### config.mk
export PLATFORM = sky130hd
export DESIGN_NAME = secant_target_predictor_unit
export DESIGN_NICKNAME = d
export VERILOG_FILES = /design/src/rtl/stp_pkg.sv /design/src/rtl/stp_mul.sv /design/src/rtl/stp_div.sv /design/src/rtl/secant_target_predictor_unit.sv
export SDC_FILE = /design/constraint.sdc
export NUM_CORES = 2
export LEC_CHECK = 0
export BUFFER_PORTS_ARGS = -buffer_cell sky130_fd_sc_hd__buf_2
export CAP_MARGIN = 30
export CORE_MARGIN = 5
export CORE_UTILIZATION = 35
export CTS_CLUSTER_DIAMETER = 120
export CTS_CLUSTER_SIZE = 30
export DETAILED_ROUTE_END_ITERATION = 6
export GPL_TIMING_DRIVEN = 1
export PLACE_DENSITY = 0.59
export SLEW_MARGIN = 30
export SYNTH_ARGS = -nofsm -noshare
export SYNTH_HDL_FRONTEND = slang
export SYNTH_SLANG_ARGS = --single-unit
### constraint.sdc
create_clock -name clk -period 7.8 [get_ports clk]
set_input_delay 0.78 -clock clk [delete_from_list [all_inputs] [get_ports clk]]
set_output_delay 0.78 -clock clk [all_outputs]
set_load 0.01 [all_outputs]
### src/rtl/stp_pkg.sv
// Shared types and constants for the secant target predictor.
package stp_pkg;

	typedef struct packed {
		logic        action;
		logic [31:0] x_value;
		logic [31:0] y_value;
	} item_t;

	typedef struct packed {
		logic [31:0] predicted_y;
		logic [31:0] used_x;
		logic [2:0]  status;
		logic        was_clamped;
	} result_t;

	localparam logic [2:0] STS_INTERP    = 3'd0;
	localparam logic [2:0] STS_STEP      = 3'd1;
	localparam logic [2:0] STS_AT_TARGET = 3'd2;
	localparam logic [2:0] STS_NO_POINTS = 3'd3;
	localparam logic [2:0] STS_ABOVE     = 3'd4;
	localparam logic [2:0] STS_BELOW     = 3'd5;

	localparam logic [2:0] CFG_BASE_MULT  = 3'd0;
	localparam logic [2:0] CFG_EXTRAP     = 3'd1;
	localparam logic [2:0] CFG_SLOPE_POS  = 3'd2;
	localparam logic [2:0] CFG_Y_LOWER    = 3'd3;
	localparam logic [2:0] CFG_Y_UPPER    = 3'd4;

	localparam logic        ACT_ADD     = 1'b0;
	localparam logic        ACT_PREDICT = 1'b1;

	typedef enum logic [3:0] {
		S_IDLE,
		S_EXT,
		S_BOUNDS,
		S_CLAMP,
		S_PROD_GO,
		S_PROD,
		S_QUOT_GO,
		S_QUOT,
		S_FULL,
		S_STEP_MUL,
		S_STEP_DIV,
		S_DONE
	} state_t;

	function automatic logic [31:0] sat48(input logic signed [47:0] v);
		logic [31:0] r;
		if (v > 48'sh0000_7FFF_FFFF)
			r = 32'h7FFF_FFFF;
		else if (v < -48'sh0000_8000_0000)
			r = 32'h8000_0000;
		else
			r = v[31:0];
		return r;
	endfunction

endpackage

### src/rtl/stp_mul.sv
// Bit-serial unsigned 32x32 shift-add multiplier.
module stp_mul (
	input  logic        clk,
	input  logic        arst_n,
	input  logic        start,
	input  logic [31:0] a,
	input  logic [31:0] b,
	output logic        done,
	output logic [63:0] prod
);

	logic [63:0] acc_q;
	logic [63:0] mcand_q;
	logic [31:0] mplier_q;
	logic [4:0]  cnt_q;
	logic        busy_q;
	logic        done_q;

	always_ff @(posedge clk or negedge arst_n) begin
		if (!arst_n) begin
			busy_q <= 1'b0;
			done_q <= 1'b0;
			cnt_q  <= '0;
		end else begin
			done_q <= 1'b0;
			if (start) begin
				busy_q <= 1'b1;
				cnt_q  <= '0;
			end else if (busy_q) begin
				cnt_q <= cnt_q + 5'd1;
				if (cnt_q == 5'd31) begin
					busy_q <= 1'b0;
					done_q <= 1'b1;
				end
			end
		end
	end

	always_ff @(posedge clk) begin
		if (start) begin
			acc_q    <= '0;
			mcand_q  <= {32'd0, a};
			mplier_q <= b;
		end else if (busy_q) begin
			if (mplier_q[0])
				acc_q <= acc_q + mcand_q;
			mcand_q  <= {mcand_q[62:0], 1'b0};
			mplier_q <= {1'b0, mplier_q[31:1]};
		end
	end

	assign done = done_q;
	assign prod = acc_q;

endmodule

### src/rtl/stp_div.sv
// Radix-2 restoring divider, 65-bit dividend by 32-bit divisor.
module stp_div (
	input  logic        clk,
	input  logic        arst_n,
	input  logic        start,
	input  logic [64:0] num,
	input  logic [31:0] den,
	output logic        done,
	output logic [64:0] quot
);

	logic [64:0] num_q;
	logic [31:0] rem_q;
	logic [31:0] den_q;
	logic [6:0]  cnt_q;
	logic        busy_q;
	logic        done_q;
	logic [33:0] trial;

	assign trial = {1'b0, rem_q, num_q[64]} - {2'b00, den_q};

	always_ff @(posedge clk or negedge arst_n) begin
		if (!arst_n) begin
			busy_q <= 1'b0;
			done_q <= 1'b0;
			cnt_q  <= '0;
		end else begin
			done_q <= 1'b0;
			if (start) begin
				busy_q <= 1'b1;
				cnt_q  <= '0;
			end else if (busy_q) begin
				cnt_q <= cnt_q + 7'd1;
				if (cnt_q == 7'd64) begin
					busy_q <= 1'b0;
					done_q <= 1'b1;
				end
			end
		end
	end

	always_ff @(posedge clk) begin
		if (start) begin
			num_q <= num;
			rem_q <= '0;
			den_q <= den;
		end else if (busy_q) begin
			if (!trial[33]) begin
				rem_q <= trial[31:0];
				num_q <= {num_q[63:0], 1'b1};
			end else begin
				rem_q <= {rem_q[30:0], num_q[64]};
				num_q <= {num_q[63:0], 1'b0};
			end
		end
	end

	assign done = done_q;
	assign quot = num_q;

endmodule

### src/rtl/secant_target_predictor_unit.sv
// Top level: two-point secant predictor with clamped extrapolation.
// An add transaction is taken in the idle state and updates the two held points.
// A predict transaction with no points goes straight to the done state, as does
// one at the newer x when no secant can be formed; otherwise a step up runs the
// bit-serial multiplier once and a step down runs the divider once.
// Interpolation runs the multiplier twice and the divider once. One transaction
// is in work at a time; a finished result waits in the output register while the next transaction is taken.
module secant_target_predictor_unit (
	input  logic                   clk,
	input  logic                   arst_n,
	input  logic                   item_valid,
	output logic                   item_stall,
	input  stp_pkg::item_t         item,
	output logic                   result_valid,
	input  logic                   result_stall,
	output stp_pkg::result_t       result,
	input  logic                   cfg_we,
	input  logic [2:0]             cfg_index,
	input  logic [31:0]            cfg_data
);

	stp_pkg::state_t state_q, state_d;

	logic [15:0] base_q, extrap_q;
	logic        slope_q;
	logic signed [31:0] ylo_q, yhi_q;
	logic signed [31:0] ox_q, oy_q, nx_q, ny_q;
	logic [1:0]  held_q;

	logic signed [31:0] tgt_q, used_q;
	logic        clamped_q;
	logic signed [37:0] lo_q, hi_q;
	logic [31:0] ry_q;
	logic [2:0]  rstat_q;
	logic        out_valid_q;
	stp_pkg::result_t out_q;

	logic        mul_start, div_start, mul_done, div_done;
	logic [31:0] mul_a, mul_b, div_den;
	logic [64:0] div_num, quot;
	logic [63:0] prod;

	logic        accept, out_free, two_ok, up;
	logic signed [32:0] dx, dy, dt;
	logic [31:0] span, dymag, dtmag, nymag;
	logic [15:0] base_eff;
	logic signed [31:0] minx, maxx;
	logic [35:0] ext;
	logic signed [37:0] tgt38;
	logic [34:0] qc;
	logic        neg;
	logic signed [36:0] full;
	logic [35:0] qup;
	logic signed [47:0] sval_up, sval_dn;

	assign accept   = item_valid && (state_q == stp_pkg::S_IDLE);
	assign out_free = !out_valid_q || !result_stall;

	assign dx    = {nx_q[31], nx_q} - {ox_q[31], ox_q};
	assign dy    = {ny_q[31], ny_q} - {oy_q[31], oy_q};
	assign dt    = {used_q[31], used_q} - {ox_q[31], ox_q};
	assign span  = dx[32] ? 32'(-dx) : dx[31:0];
	assign dymag = dy[32] ? 32'(-dy) : dy[31:0];
	assign dtmag = dt[32] ? 32'(-dt) : dt[31:0];
	assign nymag = ny_q[31] ? 32'(-ny_q) : ny_q;
	assign base_eff = (base_q == 16'd0) ? 16'd1 : base_q;
	assign two_ok = (held_q == 2'd2) && (ox_q != nx_q) && (oy_q != ny_q);
	assign up = (($signed(item.x_value) > nx_q) == slope_q);
	assign minx = (ox_q < nx_q) ? ox_q : nx_q;
	assign maxx = (ox_q < nx_q) ? nx_q : ox_q;
	assign ext = prod[47:12];
	assign tgt38 = 38'(tgt_q);

	assign qc   = (quot > 65'h4_0000_0000) ? 35'h4_0000_0000 : quot[34:0];
	assign neg  = ((dy[32] != dt[32]) != dx[32]);
	assign full = neg ? (37'(oy_q) - $signed({2'b00, qc}))
	                  : (37'(oy_q) + $signed({2'b00, qc}));

	assign qup     = 36'((prod + 64'd2048) >> 12);
	assign sval_up = ny_q[31] ? -$signed({12'd0, qup}) : $signed({12'd0, qup});
	assign sval_dn = ny_q[31] ? -$signed({3'd0, quot[44:0]})
	                          : $signed({3'd0, quot[44:0]});

	stp_mul u_mul (
		.clk   (clk),
		.arst_n(arst_n),
		.start (mul_start),
		.a     (mul_a),
		.b     (mul_b),
		.done  (mul_done),
		.prod  (prod)
	);

	stp_div u_div (
		.clk   (clk),
		.arst_n(arst_n),
		.start (div_start),
		.num   (div_num),
		.den   (div_den),
		.done  (div_done),
		.quot  (quot)
	);

	always_comb begin
		state_d = state_q;
		unique case (state_q)
			stp_pkg::S_IDLE: begin
				if (accept && item.action != stp_pkg::ACT_ADD) begin
					if (held_q == 2'd0)
						state_d = stp_pkg::S_DONE;
					else if (!two_ok) begin
						if ($signed(item.x_value) == nx_q)
							state_d = stp_pkg::S_DONE;
						else if (up)
							state_d = stp_pkg::S_STEP_MUL;
						else
							state_d = stp_pkg::S_STEP_DIV;
					end else
						state_d = stp_pkg::S_EXT;
				end
			end
			stp_pkg::S_EXT:      if (mul_done) state_d = stp_pkg::S_BOUNDS;
			stp_pkg::S_BOUNDS:   state_d = stp_pkg::S_CLAMP;
			stp_pkg::S_CLAMP:    state_d = stp_pkg::S_PROD_GO;
			stp_pkg::S_PROD_GO:  state_d = stp_pkg::S_PROD;
			stp_pkg::S_PROD:     if (mul_done) state_d = stp_pkg::S_QUOT_GO;
			stp_pkg::S_QUOT_GO:  state_d = stp_pkg::S_QUOT;
			stp_pkg::S_QUOT:     if (div_done) state_d = stp_pkg::S_FULL;
			stp_pkg::S_FULL:     state_d = stp_pkg::S_DONE;
			stp_pkg::S_STEP_MUL: if (mul_done) state_d = stp_pkg::S_DONE;
			stp_pkg::S_STEP_DIV: if (div_done) state_d = stp_pkg::S_DONE;
			stp_pkg::S_DONE:     if (out_free) state_d = stp_pkg::S_IDLE;
			default:             state_d = stp_pkg::S_IDLE;
		endcase
	end

	always_comb begin
		mul_start = 1'b0;
		div_start = 1'b0;
		mul_a     = span;
		mul_b     = {16'd0, extrap_q};
		div_num   = {1'b0, prod} + {34'd0, span[31:1]};
		div_den   = span;
		unique case (state_q)
			stp_pkg::S_IDLE: begin
				if (state_d == stp_pkg::S_EXT)
					mul_start = 1'b1;
				if (state_d == stp_pkg::S_STEP_MUL) begin
					mul_start = 1'b1;
					mul_a     = nymag;
					mul_b     = {16'd0, base_eff};
				end
				if (state_d == stp_pkg::S_STEP_DIV) begin
					div_start = 1'b1;
					div_num   = {21'd0, nymag, 12'd0} + {50'd0, base_eff[15:1]};
					div_den   = {16'd0, base_eff};
				end
			end
			stp_pkg::S_PROD_GO: begin
				mul_start = 1'b1;
				mul_a     = dymag;
				mul_b     = dtmag;
			end
			stp_pkg::S_QUOT_GO: div_start = 1'b1;
			default: ;
		endcase
	end

	always_ff @(posedge clk or negedge arst_n) begin
		if (!arst_n) begin
			state_q     <= stp_pkg::S_IDLE;
			out_valid_q <= 1'b0;
			base_q      <= 16'd4506;
			extrap_q    <= 16'd4096;
			slope_q     <= 1'b1;
			ylo_q       <= 32'sh8000_0000;
			yhi_q       <= 32'sh7FFF_FFFF;
			held_q      <= 2'd0;
			ox_q        <= '0;
			oy_q        <= '0;
			nx_q        <= '0;
			ny_q        <= '0;
		end else begin
			state_q <= state_d;
			if (state_q == stp_pkg::S_DONE && out_free)
				out_valid_q <= 1'b1;
			else if (!result_stall)
				out_valid_q <= 1'b0;
			if (cfg_we) begin
				unique case (cfg_index)
					stp_pkg::CFG_BASE_MULT: base_q   <= cfg_data[15:0];
					stp_pkg::CFG_EXTRAP:    extrap_q <= cfg_data[15:0];
					stp_pkg::CFG_SLOPE_POS: slope_q  <= cfg_data[0];
					stp_pkg::CFG_Y_LOWER:   ylo_q    <= cfg_data;
					stp_pkg::CFG_Y_UPPER:   yhi_q    <= cfg_data;
					default: ;
				endcase
			end
			if (accept && item.action == stp_pkg::ACT_ADD) begin
				ox_q <= nx_q;
				oy_q <= ny_q;
				nx_q <= item.x_value;
				ny_q <= item.y_value;
				if (held_q != 2'd2)
					held_q <= held_q + 2'd1;
			end
		end
	end

	always_ff @(posedge clk) begin
		if (accept) begin
			tgt_q     <= item.x_value;
			used_q    <= item.x_value;
			clamped_q <= 1'b0;
			if (held_q == 2'd0) begin
				ry_q    <= '0;
				rstat_q <= stp_pkg::STS_NO_POINTS;
			end else begin
				ry_q    <= ny_q;
				rstat_q <= stp_pkg::STS_AT_TARGET;
			end
		end
		if (state_q == stp_pkg::S_BOUNDS) begin
			lo_q <= 38'(minx) - $signed({2'b00, ext});
			hi_q <= 38'(maxx) + $signed({2'b00, ext});
		end
		if (state_q == stp_pkg::S_CLAMP) begin
			if (tgt38 > hi_q) begin
				used_q    <= hi_q[31:0];
				clamped_q <= 1'b1;
			end else if (tgt38 < lo_q) begin
				used_q    <= lo_q[31:0];
				clamped_q <= 1'b1;
			end
		end
		if (state_q == stp_pkg::S_FULL) begin
			ry_q <= stp_pkg::sat48(48'(full));
			if (full > 37'(yhi_q))
				rstat_q <= stp_pkg::STS_ABOVE;
			else if (full < 37'(ylo_q))
				rstat_q <= stp_pkg::STS_BELOW;
			else
				rstat_q <= stp_pkg::STS_INTERP;
		end
		if (state_q == stp_pkg::S_STEP_MUL && mul_done) begin
			ry_q    <= stp_pkg::sat48(sval_up);
			rstat_q <= stp_pkg::STS_STEP;
		end
		if (state_q == stp_pkg::S_STEP_DIV && div_done) begin
			ry_q    <= stp_pkg::sat48(sval_dn);
			rstat_q <= stp_pkg::STS_STEP;
		end
		if (state_q == stp_pkg::S_DONE && out_free) begin
			out_q.predicted_y <= ry_q;
			out_q.used_x      <= used_q;
			out_q.status      <= rstat_q;
			out_q.was_clamped <= clamped_q;
		end
	end

	assign item_stall   = (state_q != stp_pkg::S_IDLE);
	assign result_valid = out_valid_q;
	assign result       = out_q;

endmodule
==> flow_summary.toml <==
[worst_setup_path]
max_stage_delay_ns = 0.45
required_ns = 8.39
critPathBufInv = 7
path_max_fanout = 4
slowest_stage = "or4_4"
critPathTopFamily = "compound AO/OA/AOI/OAI gates"
critPathKind = "reg2reg"
cp-end-kind = "register"
crit_arrival_ns = 8.08
cp-start-kind = "register"

[die]
die_h_um = 434.7
start_util_pct = 35.26
dieArea_mm2 = 0.1889
io_pins = 175
dieWidth_um = 434.7
core_mm2 = 0.1790
rows = 155

[layout]
mostFrequentLayoutCell = "nand2_1"
final_cell_mix = "713 x nand2_1, 645 x o21ai_0, 563 x buf_4, 530 x nor2_1, 524 x ha_1"
final_nets = 8555
seq_area_mm2 = 0.02063
syn2layout_area_growth_pct = 14.13
fillCellCount = 18100
drive_above_1_share_pct = 14.23
multi_input_area_mm2 = 0.03984

[placed_design]
pre_cts_ws_ns = -0.3688
place_congestion = 1.029
dp_hpwl_um = 197700
port_buffers = 174

[synthesis]
yosys_warnings = 0
synth_cells = 7468
syn_nets = 8112
avgSynthCellArea_um2 = 8.452
synthesis.area_mm2 = 0.06312
ys.flop_type = "edfxtp_1"
synth.distinct_cells = 111
synth-edff-count = 369
ys_seq_area_share_pct = 32.67
synth-seq-cells = 781
async_reset_ff_share_pct = 31.75

[drt]
drt_iter0_drc = 6402
viasPerCell = 5.773
dr.pass1.iters = 7
avgRoutedWirePerCell_um = 23.92
vias = 59460
ant_nets = 0
drt-total-wl_um = 246400
drcViolationCount = 1

[grt]
antenna_found_initial = 9
grt_use_total_pct = 24.91
grt_max_degree = 104
grt.overflow.total = 0
first_global_vias = 55240
grt_pass1_wl_um = 357900

[sta]
setup-violations-final = 0
fin_crit_ns = 7.491
fmax_mhz = 133.5
slew_viol_final = 0
hold_viol_final = 0
finalCritPeriodShare_pct = 96.04
worst_slew_pin_slew_ns = 1.045
skew_ns = 0.03106
relSlewSlack_pct = 29.41
setup_ws_ns = 0.3086

[outcome]
status = "finished with violations"
violations = "DRC"

[min_path]
hold_path_class = "in2async"

[run]
maxCapViolCount = 0

[clock_tree]
numCtsBuffers = 37
clk_pin_slew_ns = 0.12
clock_path_buffers = 3
cts_tree = "built"
clock-sinks = 781
h-tree-depth = 2
cts_hold_buf = 0
worstSkewPairLatency_ns = 0.68
root_buffer = "clkbuf_16"
## what timing repair did
action | 4_1_cts | 5_1_grt
setup buffers | 0 | 12
pin swaps | 1 | 31
setup endpoints to repair | 19 | 64
resized for setup | 16 | 80
cloned | 0 | 1
## sequential cells by signal (all words and copies together) (netlist names), 38 cells and up
signal and flops:
u_mul.prod 64, u_div.quot 65, result 68, hi_q 38, u_mul.mcand_q 64, lo_q 38
## logic make-up (layout without fill, tap and decap cells)
logic type      count (synthesis)  count (layout)  synth area share [%]
other cells                     0               4                     0
fa+ha+maj                     539             539                 10.80
compound gates               2285            2285                 22.95
simple gates                 2239            2239                 17.12
mux                           213             213                 3.526
buf+inv                       850            1322                 5.134
flops                         781             781                 32.67
xor+xnor                      561             561                 7.806
## cell type report
| cell class | count | area share [%] |
|---|---|---|
| tap | 2355 | 4.090 |
| timing repair buffer | 756 | 7.579 |
| sequential | 781 | 28.63 |
| inverter | 498 | 2.596 |
| antenna | 4 | 0.01389 |
| clock inverter | 20 | 0.3908 |
| multi-input combinational | 5837 | 55.30 |
| clock buffer | 48 | 1.402 |
## worst paths after layout
kind | startpoint | endpoint | slack, ns | depth (start not counted)
worst max-delay path | ox_q[0] | rstat_q[2] | 0.31 | 39
max in group asynchronous | arst_n | ox_q[26] | 6.21 | 3
min in group clk | item[14] | ny_q[14] | 0.32 | 3
worst max register to register | ox_q[0] | rstat_q[2] | 0.31 | 39
worst min register to register | ry_q[21] | result[57] | 0.43 | 0
worst min-delay path | arst_n | ny_q[30] | 0.03 | 1
## cells in the mapped netlist, types with 42 or more instances
cell,count,area [um2]
nand2_1,718,2695
o21ai_0,654,3273
nor2_1,536,2012
ha_1,529,6619
a21oi_1,523,2618
inv_1,496,1862
xnor2_1,398,3486
edfxtp_1,369,11080
clkbuf_1,295,1107
a21o_1,255,1914
dfrtp_1,208,5205
dfxtp_1,164,3283
xor2_1,162,1419
nand3_1,161,805.8
mux2i_1,138,1381
nor3_1,133,665.6
nand4_1,115,719.4
a211oi_1,108,810.8
o31ai_1,101,758.2
o21a_1,88,660.6
nand2b_1,85,531.8
a31oi_1,74,462.9
mux2_2,74,833.3
and3_1,68,425.4
nor4_1,68,425.4
nor2b_1,67,419.2
or3_1,66,412.9
o21bai_1,55,412.9
and2_1,51,319.1
a22oi_1,49,367.9
or2_2,42,262.8
## layer usage
metal,routed length [um],global-route usage (%),up-vias
li1,-,-,27980
met4,12480,10.83,2
met5,12,0,-
met2,107400,38.82,2211
met1,108200,34.53,28890
met3,18310,3.404,371
## stage by stage
stage / hold WS (ns) / util, % / TNS, ns / area (um2) / instances
floorplan: 0.4003 / - / 0 / 63120 / 7468
global placement: 0.4040 / 39.16 / -1.308 / 70100 / 10210
detailed placement: 0.4057 / 39.21 / -1.602 / 70190 / 10210
CTS: 0.01560 / 39.98 / 0 / 71560 / 10280
global route: 0.04659 / 40.24 / -0.1680 / 72030 / 10300
finish: 0.02832 / 40.25 / 0 / 72040 / 10300
Power is not shown: default switching activity piles up to over one toggle a cycle in this logic, so the estimate is an artifact.
